## config.mk

```make
export PLATFORM = sky130hd
export DESIGN_NAME = bounded_unordered_set_table_unit
export DESIGN_NICKNAME = d
export VERILOG_FILES = /design/src/rtl/bust_pkg.sv /design/src/rtl/bounded_unordered_set_table_unit.sv /design/src/rtl/bust_ram.sv
export SDC_FILE = /design/constraint.sdc
export NUM_CORES = 1
export LEC_CHECK = 0
export BUFFER_PORTS_ARGS = -buffer_cell sky130_fd_sc_hd__buf_2
export CAP_MARGIN = 20
export CORE_MARGIN = 5
export CORE_UTILIZATION = 67
export DETAILED_ROUTE_END_ITERATION = 6
export PLACE_DENSITY_LB_ADDON = 0.1
export SYNTH_ARGS = -nofsm -noshare
export SYNTH_HDL_FRONTEND = slang
export SYNTH_SLANG_ARGS = --single-unit
```

## constraint.sdc

```tcl
create_clock -name clk -period 7.9 [get_ports clk]
set_clock_uncertainty 0.1 [all_clocks]
set_input_delay 0.79 -clock clk [delete_from_list [all_inputs] [get_ports clk]]
set_output_delay 0.79 -clock clk [all_outputs]
set_load 0.1 [all_outputs]
```

## src/rtl/bust_pkg.sv

```systemverilog
// Package for the bounded unordered set table: request and response beat types
// and the request codes. It has no dependencies.
`default_nettype none

package bust_pkg;

    // Request codes
    localparam logic [2:0] OP_ADD      = 3'd0;
    localparam logic [2:0] OP_REMOVE   = 3'd1;
    localparam logic [2:0] OP_CONTAINS = 3'd2;
    localparam logic [2:0] OP_CLEAR    = 3'd3;
    localparam logic [2:0] OP_LIST     = 3'd4;

    // One request beat
    typedef struct packed {
        logic [2:0]  req_type;
        logic [31:0] item_value;
    } req_t;

    // One response beat
    typedef struct packed {
        logic        ok;
        logic [4:0]  size_now;
        logic        is_empty;
        logic [31:0] listed_value;
        logic        last;
    } rsp_t;

endpackage

`default_nettype wire

```

## src/rtl/bounded_unordered_set_table_unit.sv

```systemverilog
// Top level of the bounded unordered set table: sequencer around one value RAM.
// Depends on bust_pkg and bust_ram.
//
//  channel | valid     | stall     | payload
//  --------+-----------+-----------+----------------------
//  request | req_valid | req_stall | req (bust_pkg::req_t)
//  response| rsp_valid | rsp_stall | rsp (bust_pkg::rsp_t)
//
// Add, remove and contains scan the stored entries one per cycle through the
// RAM read port; a remove that hits then moves the last entry into the hole.
// Clear and unknown codes give one beat; list, one beat a cycle unless stalled.
// Reset clears state, count and response; RAM is never read before written.
// A new request is taken once the previous one has handed its last beat to the
// response register; response stalls hold the sequencer where a beat waits.
`default_nettype none

module bounded_unordered_set_table_unit #(
    parameter int CAPACITY    = 16,
    parameter int VALUE_WIDTH = 32
) (
    input  logic          clk,
    input  logic          rst_n,
    input  logic          req_valid,
    output logic          req_stall,
    input  bust_pkg::req_t req,
    output logic          rsp_valid,
    input  logic          rsp_stall,
    output bust_pkg::rsp_t rsp
);

    import bust_pkg::*;

    localparam int AW = (CAPACITY > 1) ? $clog2(CAPACITY) : 1;
    localparam int CW = $clog2(CAPACITY + 1);
    localparam int VW = VALUE_WIDTH;

    typedef enum logic [2:0] {
        ST_IDLE,
        ST_SCAN,
        ST_MOVE,
        ST_LIST,
        ST_EMIT
    } state_t;

    state_t          state_reg, state_next;
    logic [CW-1:0]   count_reg, count_next;
    logic [VW-1:0]   key_reg, key_next;
    logic [2:0]      op_reg, op_next;
    logic [CW-1:0]   rd_idx_reg, rd_idx_next;
    logic            pend_reg, pend_next;
    logic [AW-1:0]   cmp_idx_reg, cmp_idx_next;
    logic [AW-1:0]   fidx_reg, fidx_next;
    logic            ok_reg, ok_next;
    logic            out_valid_reg, out_valid_next;
    rsp_t            out_data_reg, out_data_next;

    // RAM port signals
    logic            ram_we;
    logic [AW-1:0]   ram_waddr;
    logic [VW-1:0]   ram_wdata;
    logic            ram_re;
    logic [AW-1:0]   ram_raddr;
    logic [VW-1:0]   ram_rdata;

    logic [63:0]     item_ext;
    logic [63:0]     rd_ext;
    logic [15:0]     cnt_ext;
    logic [CW-1:0]   last_pos;
    logic [VW-1:0]   key_in;
    logic            hit;
    logic            out_free;
    logic            list_last;
    logic            accept;

    bust_ram #(
        .WIDTH (VW),
        .DEPTH (CAPACITY)
    ) u_store (
        .clk   (clk),
        .we    (ram_we),
        .waddr (ram_waddr),
        .wdata (ram_wdata),
        .re    (ram_re),
        .raddr (ram_raddr),
        .rdata (ram_rdata)
    );

    // Field width adaptation
    assign item_ext  = 64'(req.item_value);
    assign key_in    = item_ext[VW-1:0];
    assign rd_ext    = 64'(ram_rdata);
    assign cnt_ext   = 16'(count_reg);
    assign last_pos  = CW'(count_reg - CW'(1));

    assign accept    = req_valid && (state_reg == ST_IDLE);
    assign req_stall = (state_reg != ST_IDLE);
    assign out_free  = !out_valid_reg || !rsp_stall;
    assign hit       = pend_reg && (ram_rdata == key_reg);
    assign list_last = ((CW'(cmp_idx_reg) + CW'(1)) == count_reg);

    // Sequencer
    always_comb
    begin
        state_next    = state_reg;
        count_next    = count_reg;
        key_next      = key_reg;
        op_next       = op_reg;
        rd_idx_next   = rd_idx_reg;
        pend_next     = pend_reg;
        cmp_idx_next  = cmp_idx_reg;
        fidx_next     = fidx_reg;
        ok_next       = ok_reg;
        out_data_next = out_data_reg;
        out_valid_next = out_valid_reg && rsp_stall;
        ram_we        = 1'b0;
        ram_waddr     = count_reg[AW-1:0];
        ram_wdata     = key_reg;
        ram_re        = 1'b0;
        ram_raddr     = rd_idx_reg[AW-1:0];

        case (state_reg)
            ST_IDLE:
            begin
                if (accept)
                begin
                    key_next     = key_in;
                    op_next      = req.req_type;
                    rd_idx_next  = '0;
                    pend_next    = 1'b0;
                    cmp_idx_next = '0;
                    case (req.req_type)
                        OP_ADD, OP_REMOVE, OP_CONTAINS:
                        begin
                            state_next = ST_SCAN;
                        end
                        OP_CLEAR:
                        begin
                            count_next = '0;
                            ok_next    = 1'b1;
                            state_next = ST_EMIT;
                        end
                        OP_LIST:
                        begin
                            if (count_reg == '0)
                            begin
                                ok_next    = 1'b0;
                                state_next = ST_EMIT;
                            end
                            else
                            begin
                                ram_re     = 1'b1;
                                ram_raddr  = '0;
                                state_next = ST_LIST;
                            end
                        end
                        default:
                        begin
                            ok_next    = 1'b0;
                            state_next = ST_EMIT;
                        end
                    endcase
                end
            end

            // One read issued and one entry compared per cycle
            ST_SCAN:
            begin
                if (!hit && (rd_idx_reg < count_reg))
                begin
                    ram_re       = 1'b1;
                    ram_raddr    = rd_idx_reg[AW-1:0];
                    pend_next    = 1'b1;
                    cmp_idx_next = rd_idx_reg[AW-1:0];
                    rd_idx_next  = CW'(rd_idx_reg + CW'(1));
                end
                else
                begin
                    pend_next  = 1'b0;
                    state_next = ST_EMIT;
                    case (op_reg)
                        OP_ADD:
                        begin
                            if (!hit && (count_reg < CW'(CAPACITY)))
                            begin
                                ram_we     = 1'b1;
                                ram_waddr  = count_reg[AW-1:0];
                                ram_wdata  = key_reg;
                                count_next = CW'(count_reg + CW'(1));
                                ok_next    = 1'b1;
                            end
                            else
                            begin
                                ok_next = 1'b0;
                            end
                        end
                        OP_REMOVE:
                        begin
                            if (hit)
                            begin
                                // fetch the last entry to fill the hole
                                ram_re     = 1'b1;
                                ram_raddr  = last_pos[AW-1:0];
                                fidx_next  = cmp_idx_reg;
                                state_next = ST_MOVE;
                            end
                            else
                            begin
                                ok_next = 1'b0;
                            end
                        end
                        default:
                        begin
                            ok_next = hit;
                        end
                    endcase
                end
            end

            // Swap-remove: last entry overwrites the removed slot
            ST_MOVE:
            begin
                ram_we     = 1'b1;
                ram_waddr  = fidx_reg;
                ram_wdata  = ram_rdata;
                count_next = CW'(count_reg - CW'(1));
                ok_next    = 1'b1;
                state_next = ST_EMIT;
            end

            // One listed beat per cycle unless the response stalls; next read overlaps the load
            ST_LIST:
            begin
                if (out_free)
                begin
                    out_valid_next             = 1'b1;
                    out_data_next.ok           = 1'b1;
                    out_data_next.size_now     = cnt_ext[4:0];
                    out_data_next.is_empty     = (count_reg == '0);
                    out_data_next.listed_value = rd_ext[31:0];
                    out_data_next.last         = list_last;
                    if (list_last)
                    begin
                        state_next = ST_IDLE;
                    end
                    else
                    begin
                        ram_re       = 1'b1;
                        ram_raddr    = AW'(cmp_idx_reg + AW'(1));
                        cmp_idx_next = AW'(cmp_idx_reg + AW'(1));
                    end
                end
            end

            // Single-beat result
            ST_EMIT:
            begin
                if (out_free)
                begin
                    out_valid_next             = 1'b1;
                    out_data_next.ok           = ok_reg;
                    out_data_next.size_now     = cnt_ext[4:0];
                    out_data_next.is_empty     = (count_reg == '0);
                    out_data_next.listed_value = '0;
                    out_data_next.last         = 1'b1;
                    state_next                 = ST_IDLE;
                end
            end

            default:
            begin
                state_next = ST_IDLE;
            end
        endcase
    end

    // State and registered outputs
    always_ff @(posedge clk or negedge rst_n)
    begin
        if (!rst_n)
        begin
            state_reg     <= ST_IDLE;
            count_reg     <= '0;
            pend_reg      <= 1'b0;
            out_valid_reg <= 1'b0;
            out_data_reg  <= '0;
        end
        else
        begin
            state_reg     <= state_next;
            count_reg     <= count_next;
            pend_reg      <= pend_next;
            out_valid_reg <= out_valid_next;
            out_data_reg  <= out_data_next;
        end
    end

    // Payload registers
    always_ff @(posedge clk)
    begin
        key_reg      <= key_next;
        op_reg       <= op_next;
        rd_idx_reg   <= rd_idx_next;
        cmp_idx_reg  <= cmp_idx_next;
        fidx_reg     <= fidx_next;
        ok_reg       <= ok_next;
    end

    assign rsp_valid = out_valid_reg;
    assign rsp       = out_data_reg;

endmodule

`default_nettype wire

```

## src/rtl/bust_ram.sv

```systemverilog
// Generic single-port-write, single-port-read RAM with registered read data.
// It has no dependencies.
`default_nettype none

module bust_ram #(
    parameter int WIDTH = 32,
    parameter int DEPTH = 16
) (
    input  logic                                    clk,
    input  logic                                    we,
    input  logic [((DEPTH > 1) ? $clog2(DEPTH) : 1)-1:0] waddr,
    input  logic [WIDTH-1:0]                        wdata,
    input  logic                                    re,
    input  logic [((DEPTH > 1) ? $clog2(DEPTH) : 1)-1:0] raddr,
    output logic [WIDTH-1:0]                        rdata
);

    logic [WIDTH-1:0] mem [DEPTH];

    // Write port and registered read port; read data holds when re is low
    always_ff @(posedge clk)
    begin
        if (we)
        begin
            mem[waddr] <= wdata;
        end
        if (re)
        begin
            rdata <= mem[raddr];
        end
    end

endmodule

`default_nettype wire
```

==> impl_results.md <==
* Outcome: finished, final reports clean
* Port Buf Inserts at 80
* Worst slew pin tran at 1.14 ns
* Diodes inserted at 0
* FF/Latch Area at 19100 µm²
* Synth top area share at 0.691
* First-pass GRT wire length at 96100 µm
* Lkg Pwr at 10.6 nW
* PostCTS Resize Cnt at 0
* Routed WL at 65800 µm
* Worst Path Required at 8.16 ns
* DR DRC count at 0
* Largest net degree at the start of global routing at 128
* Number of global-route vias before repair at 14900
* Pre-CTS setup slack at 2.75 ns
* Max Slew Vio Count at 0
* Area of the multi-input gates at 6300 µm²
* WP data arrival at 5.51 ns
* Hold Buf Count CTS at 0
* Die width at 206 µm
* Final setup viols at 0
* Post-DP Area at 26800 µm²
* MaxCap Viol Count at 0
* Yosys top cell by area: edfxtp_1
* ANT nets after route at 0
* Crit path time final at 5.25 ns
* Largest family of logic cells by synthesized area: multiplexers
* Avg Vias per Cell at 6.73
* NumNets Final at 1743
* Clock buffer depth at 3
* Simple-gate share of the synthesized area at 0.0575
* Layout cells sized above 1 at 0.142
* CTS Sinks at 643
* Multiplexer share of the synthesized area at 0.0929
* Largest cells by area after synthesis: edfxtp_1, mux2i_1, dfrtp_1, o22ai_1, nand2_1
* WL/cell at 29.1 µm
* Initial antenna violation count at 0
* Drt pass-1 iters at 6
* Fin. Hold Viols at 0
* F_max at 190 MHz
* Worst IR Drop VDD at 278 µV
* DR vias at 15200
* Initial Util at 0.681
* Synth Area in XOR/XNOR at 0.0122
* Register bit total from synthesis at 643
* Starting DRT DRC Count at 2009
* Slowest stage cell, crit path: and2_4
* R2R Path Start: count_reg[0]
* CP Launch Type: flip-flop
* Global route overflow at 0
* CTS tree: yes
* Ys flop type: edfxtp_1
* Hold Crit Start: req[5]
* Compound-Gate Fraction of Synth Area at 0.0709
* Die footprint at 42500 µm²
* Die Height at 206 µm
* Worst skew pair latency at 0.63 ns
* Largest Register: u_store.mem
* Max reg flops at 512
* HPWL after detailed placement at 36200 µm
* Critical path capture point type: flip-flop
* Hold Path Class: input port to flip-flop
* Worst path max stage delay at 0.78 ns
* Post-Synth Adder-Cell Area at 0.00388
* Top cells by count, synth: edfxtp_1, mux2i_1, nand2_1
* Fillers at 2220
* Syn_nets at 1646
* Pwr/cell area at 333 nW/µm²
* Setup TNS at 0 ns
* Synth unique cells at 64
* Clock transition at path regs at 0.07 ns
* Cells after synthesis at 1599
* H-tree depth at 2
* Crit-path cells: inv_1 -> ha_1 -> or4b_1 -> and3_1 -> a31oi_1 -> a311o_1 -> a21oi_1 -> and2_4 -> buf_12 -> mux2i_1 -> a221oi_1 -> or4_1
* Number of core rows at 71
* Core area at 37800 µm²
* RSZ-0062 raised after global routing: no
* Worst Setup Slack, final at 2.65 ns
* Placer Congestion at 0.936
* Fin Hold WS at 0.233 ns
* Tcrit/Tclk final at 0.665
* Root Driver: clkbuf_16
* TritonCTS Buffers at 60
* Yosys warns at 0
* Reg2reg setup slack at 2.65 ns
* IO Count at 81
* Max-slew headroom at 0.235
* Area grow syn2layout at 11.8%
* Fin area at 28800 µm²
* GRT Total Usage at 0.313
* Crit Path Category: flip-flop to flip-flop
* Cell Area, Synth at 25800 µm²
* Synth async-reset ratio at 0.0778
* Number of setup buffers added after CTS at 0
* Crit-path max FO at 127
* Syn_area_per_cell at 16.1 µm²
* Seq/Total Area, Yosys at 0.739
* Crit path launch: count_reg[0]
* Number of synthesized flops with an enable pin at 593
* Most frequent cell after synthesis: edfxtp_1
==> layout by cell type, fill, tap and decap left out, drive strengths merged, types with 6 or more instances in the layout <==
master and count:
a211oi 6, a21oi 37, a221oi 20, a22o 30, a31oi 10, and2 6
buf 121, bufinv 6, clkbuf 78, clkinv 24, dfrtp 50, edfxtp 593
ha 8, inv 19, mux2i 238, nand2 147, nand2b 11, nand3 14
nand4 9, nor2 38, nor3 17, nor4 6, o21ai 24, o22ai 108
or4 32, xnor2 32
==> where the power goes <==
| part | total [mW] | switching, mW | leakage (nW) | internal (mW) |
|---|---|---|---|---|
| logic | 2.42 | 1.60 | 3.58 | 0.818 |
| clock network | 2.92 | 1.24 | 0.985 | 1.67 |
| registers | 4.25 | 0.152 | 6.04 | 4.10 |
==> through the flow <==
step	std cells	util	total power [mW]
after floorplan	1599	-	6.07
after global placement	2140	0.707	6.64
after detailed placement	2144	0.708	6.69
after CTS	2258	0.762	9.58
after global routing	2259	0.762	9.92
final	2259	0.762	9.59
==> worst max-delay path, delay by kind of cell, from the launching register on <==
family / cells / cell delay, ns
DFF: 1 / 0.57
muxes: 1 / 0.29
and+or+nand+nor: 4 / 1.76
buffers and inverters: 2 / 0.84
adders and majority gates: 1 / 0.32
AOI/OAI and AO/OA: 4 / 0.83
==> logic make-up (layout without fill, tap and decap cells) <==
logic type	after synthesis	after routing
simple gates	304	304
xor+xnor	36	36
flops	643	643
buf+inv	102	251
fa+ha+maj	8	8
compound gates	267	267
mux	239	239
==> worst paths after layout <==
| check | endpoint | depth (start not counted) |
|---|---|---|
| min in group asynchronous | rsp[6] | 2 |
| worst min-delay path | key_reg[5] | 1 |
| worst max-delay path | u_store.rdata[11] | 12 |
| max in group asynchronous | rsp[27] | 2 |
| worst min register to register | rsp[38] | 2 |
| worst max register to register | u_store.rdata[11] | 12 |
==> cell type report <==
type | instances | share of cell area
flip-flops and latches | 643 | 0.661
multi-input cells | 854 | 0.219
clock buffers | 78 | 0.0573
repair buffers | 121 | 0.0262
well taps | 511 | 0.0222
clock inverters | 36 | 0.0125
inverters | 16 | 0.00208
==> routing by layer <==
metal / up-vias / global-route usage / wire [µm]
met3: 155 / 0.0584 / 6830
met1: 7573 / 0.443 / 25300
li1: 6487 / - / -
met5: - / 0 / 0
met4: 0 / 0.125 / 2800
met2: 980 / 0.491 / 30900
Note: power is estimated with default switching activity, not from simulation.
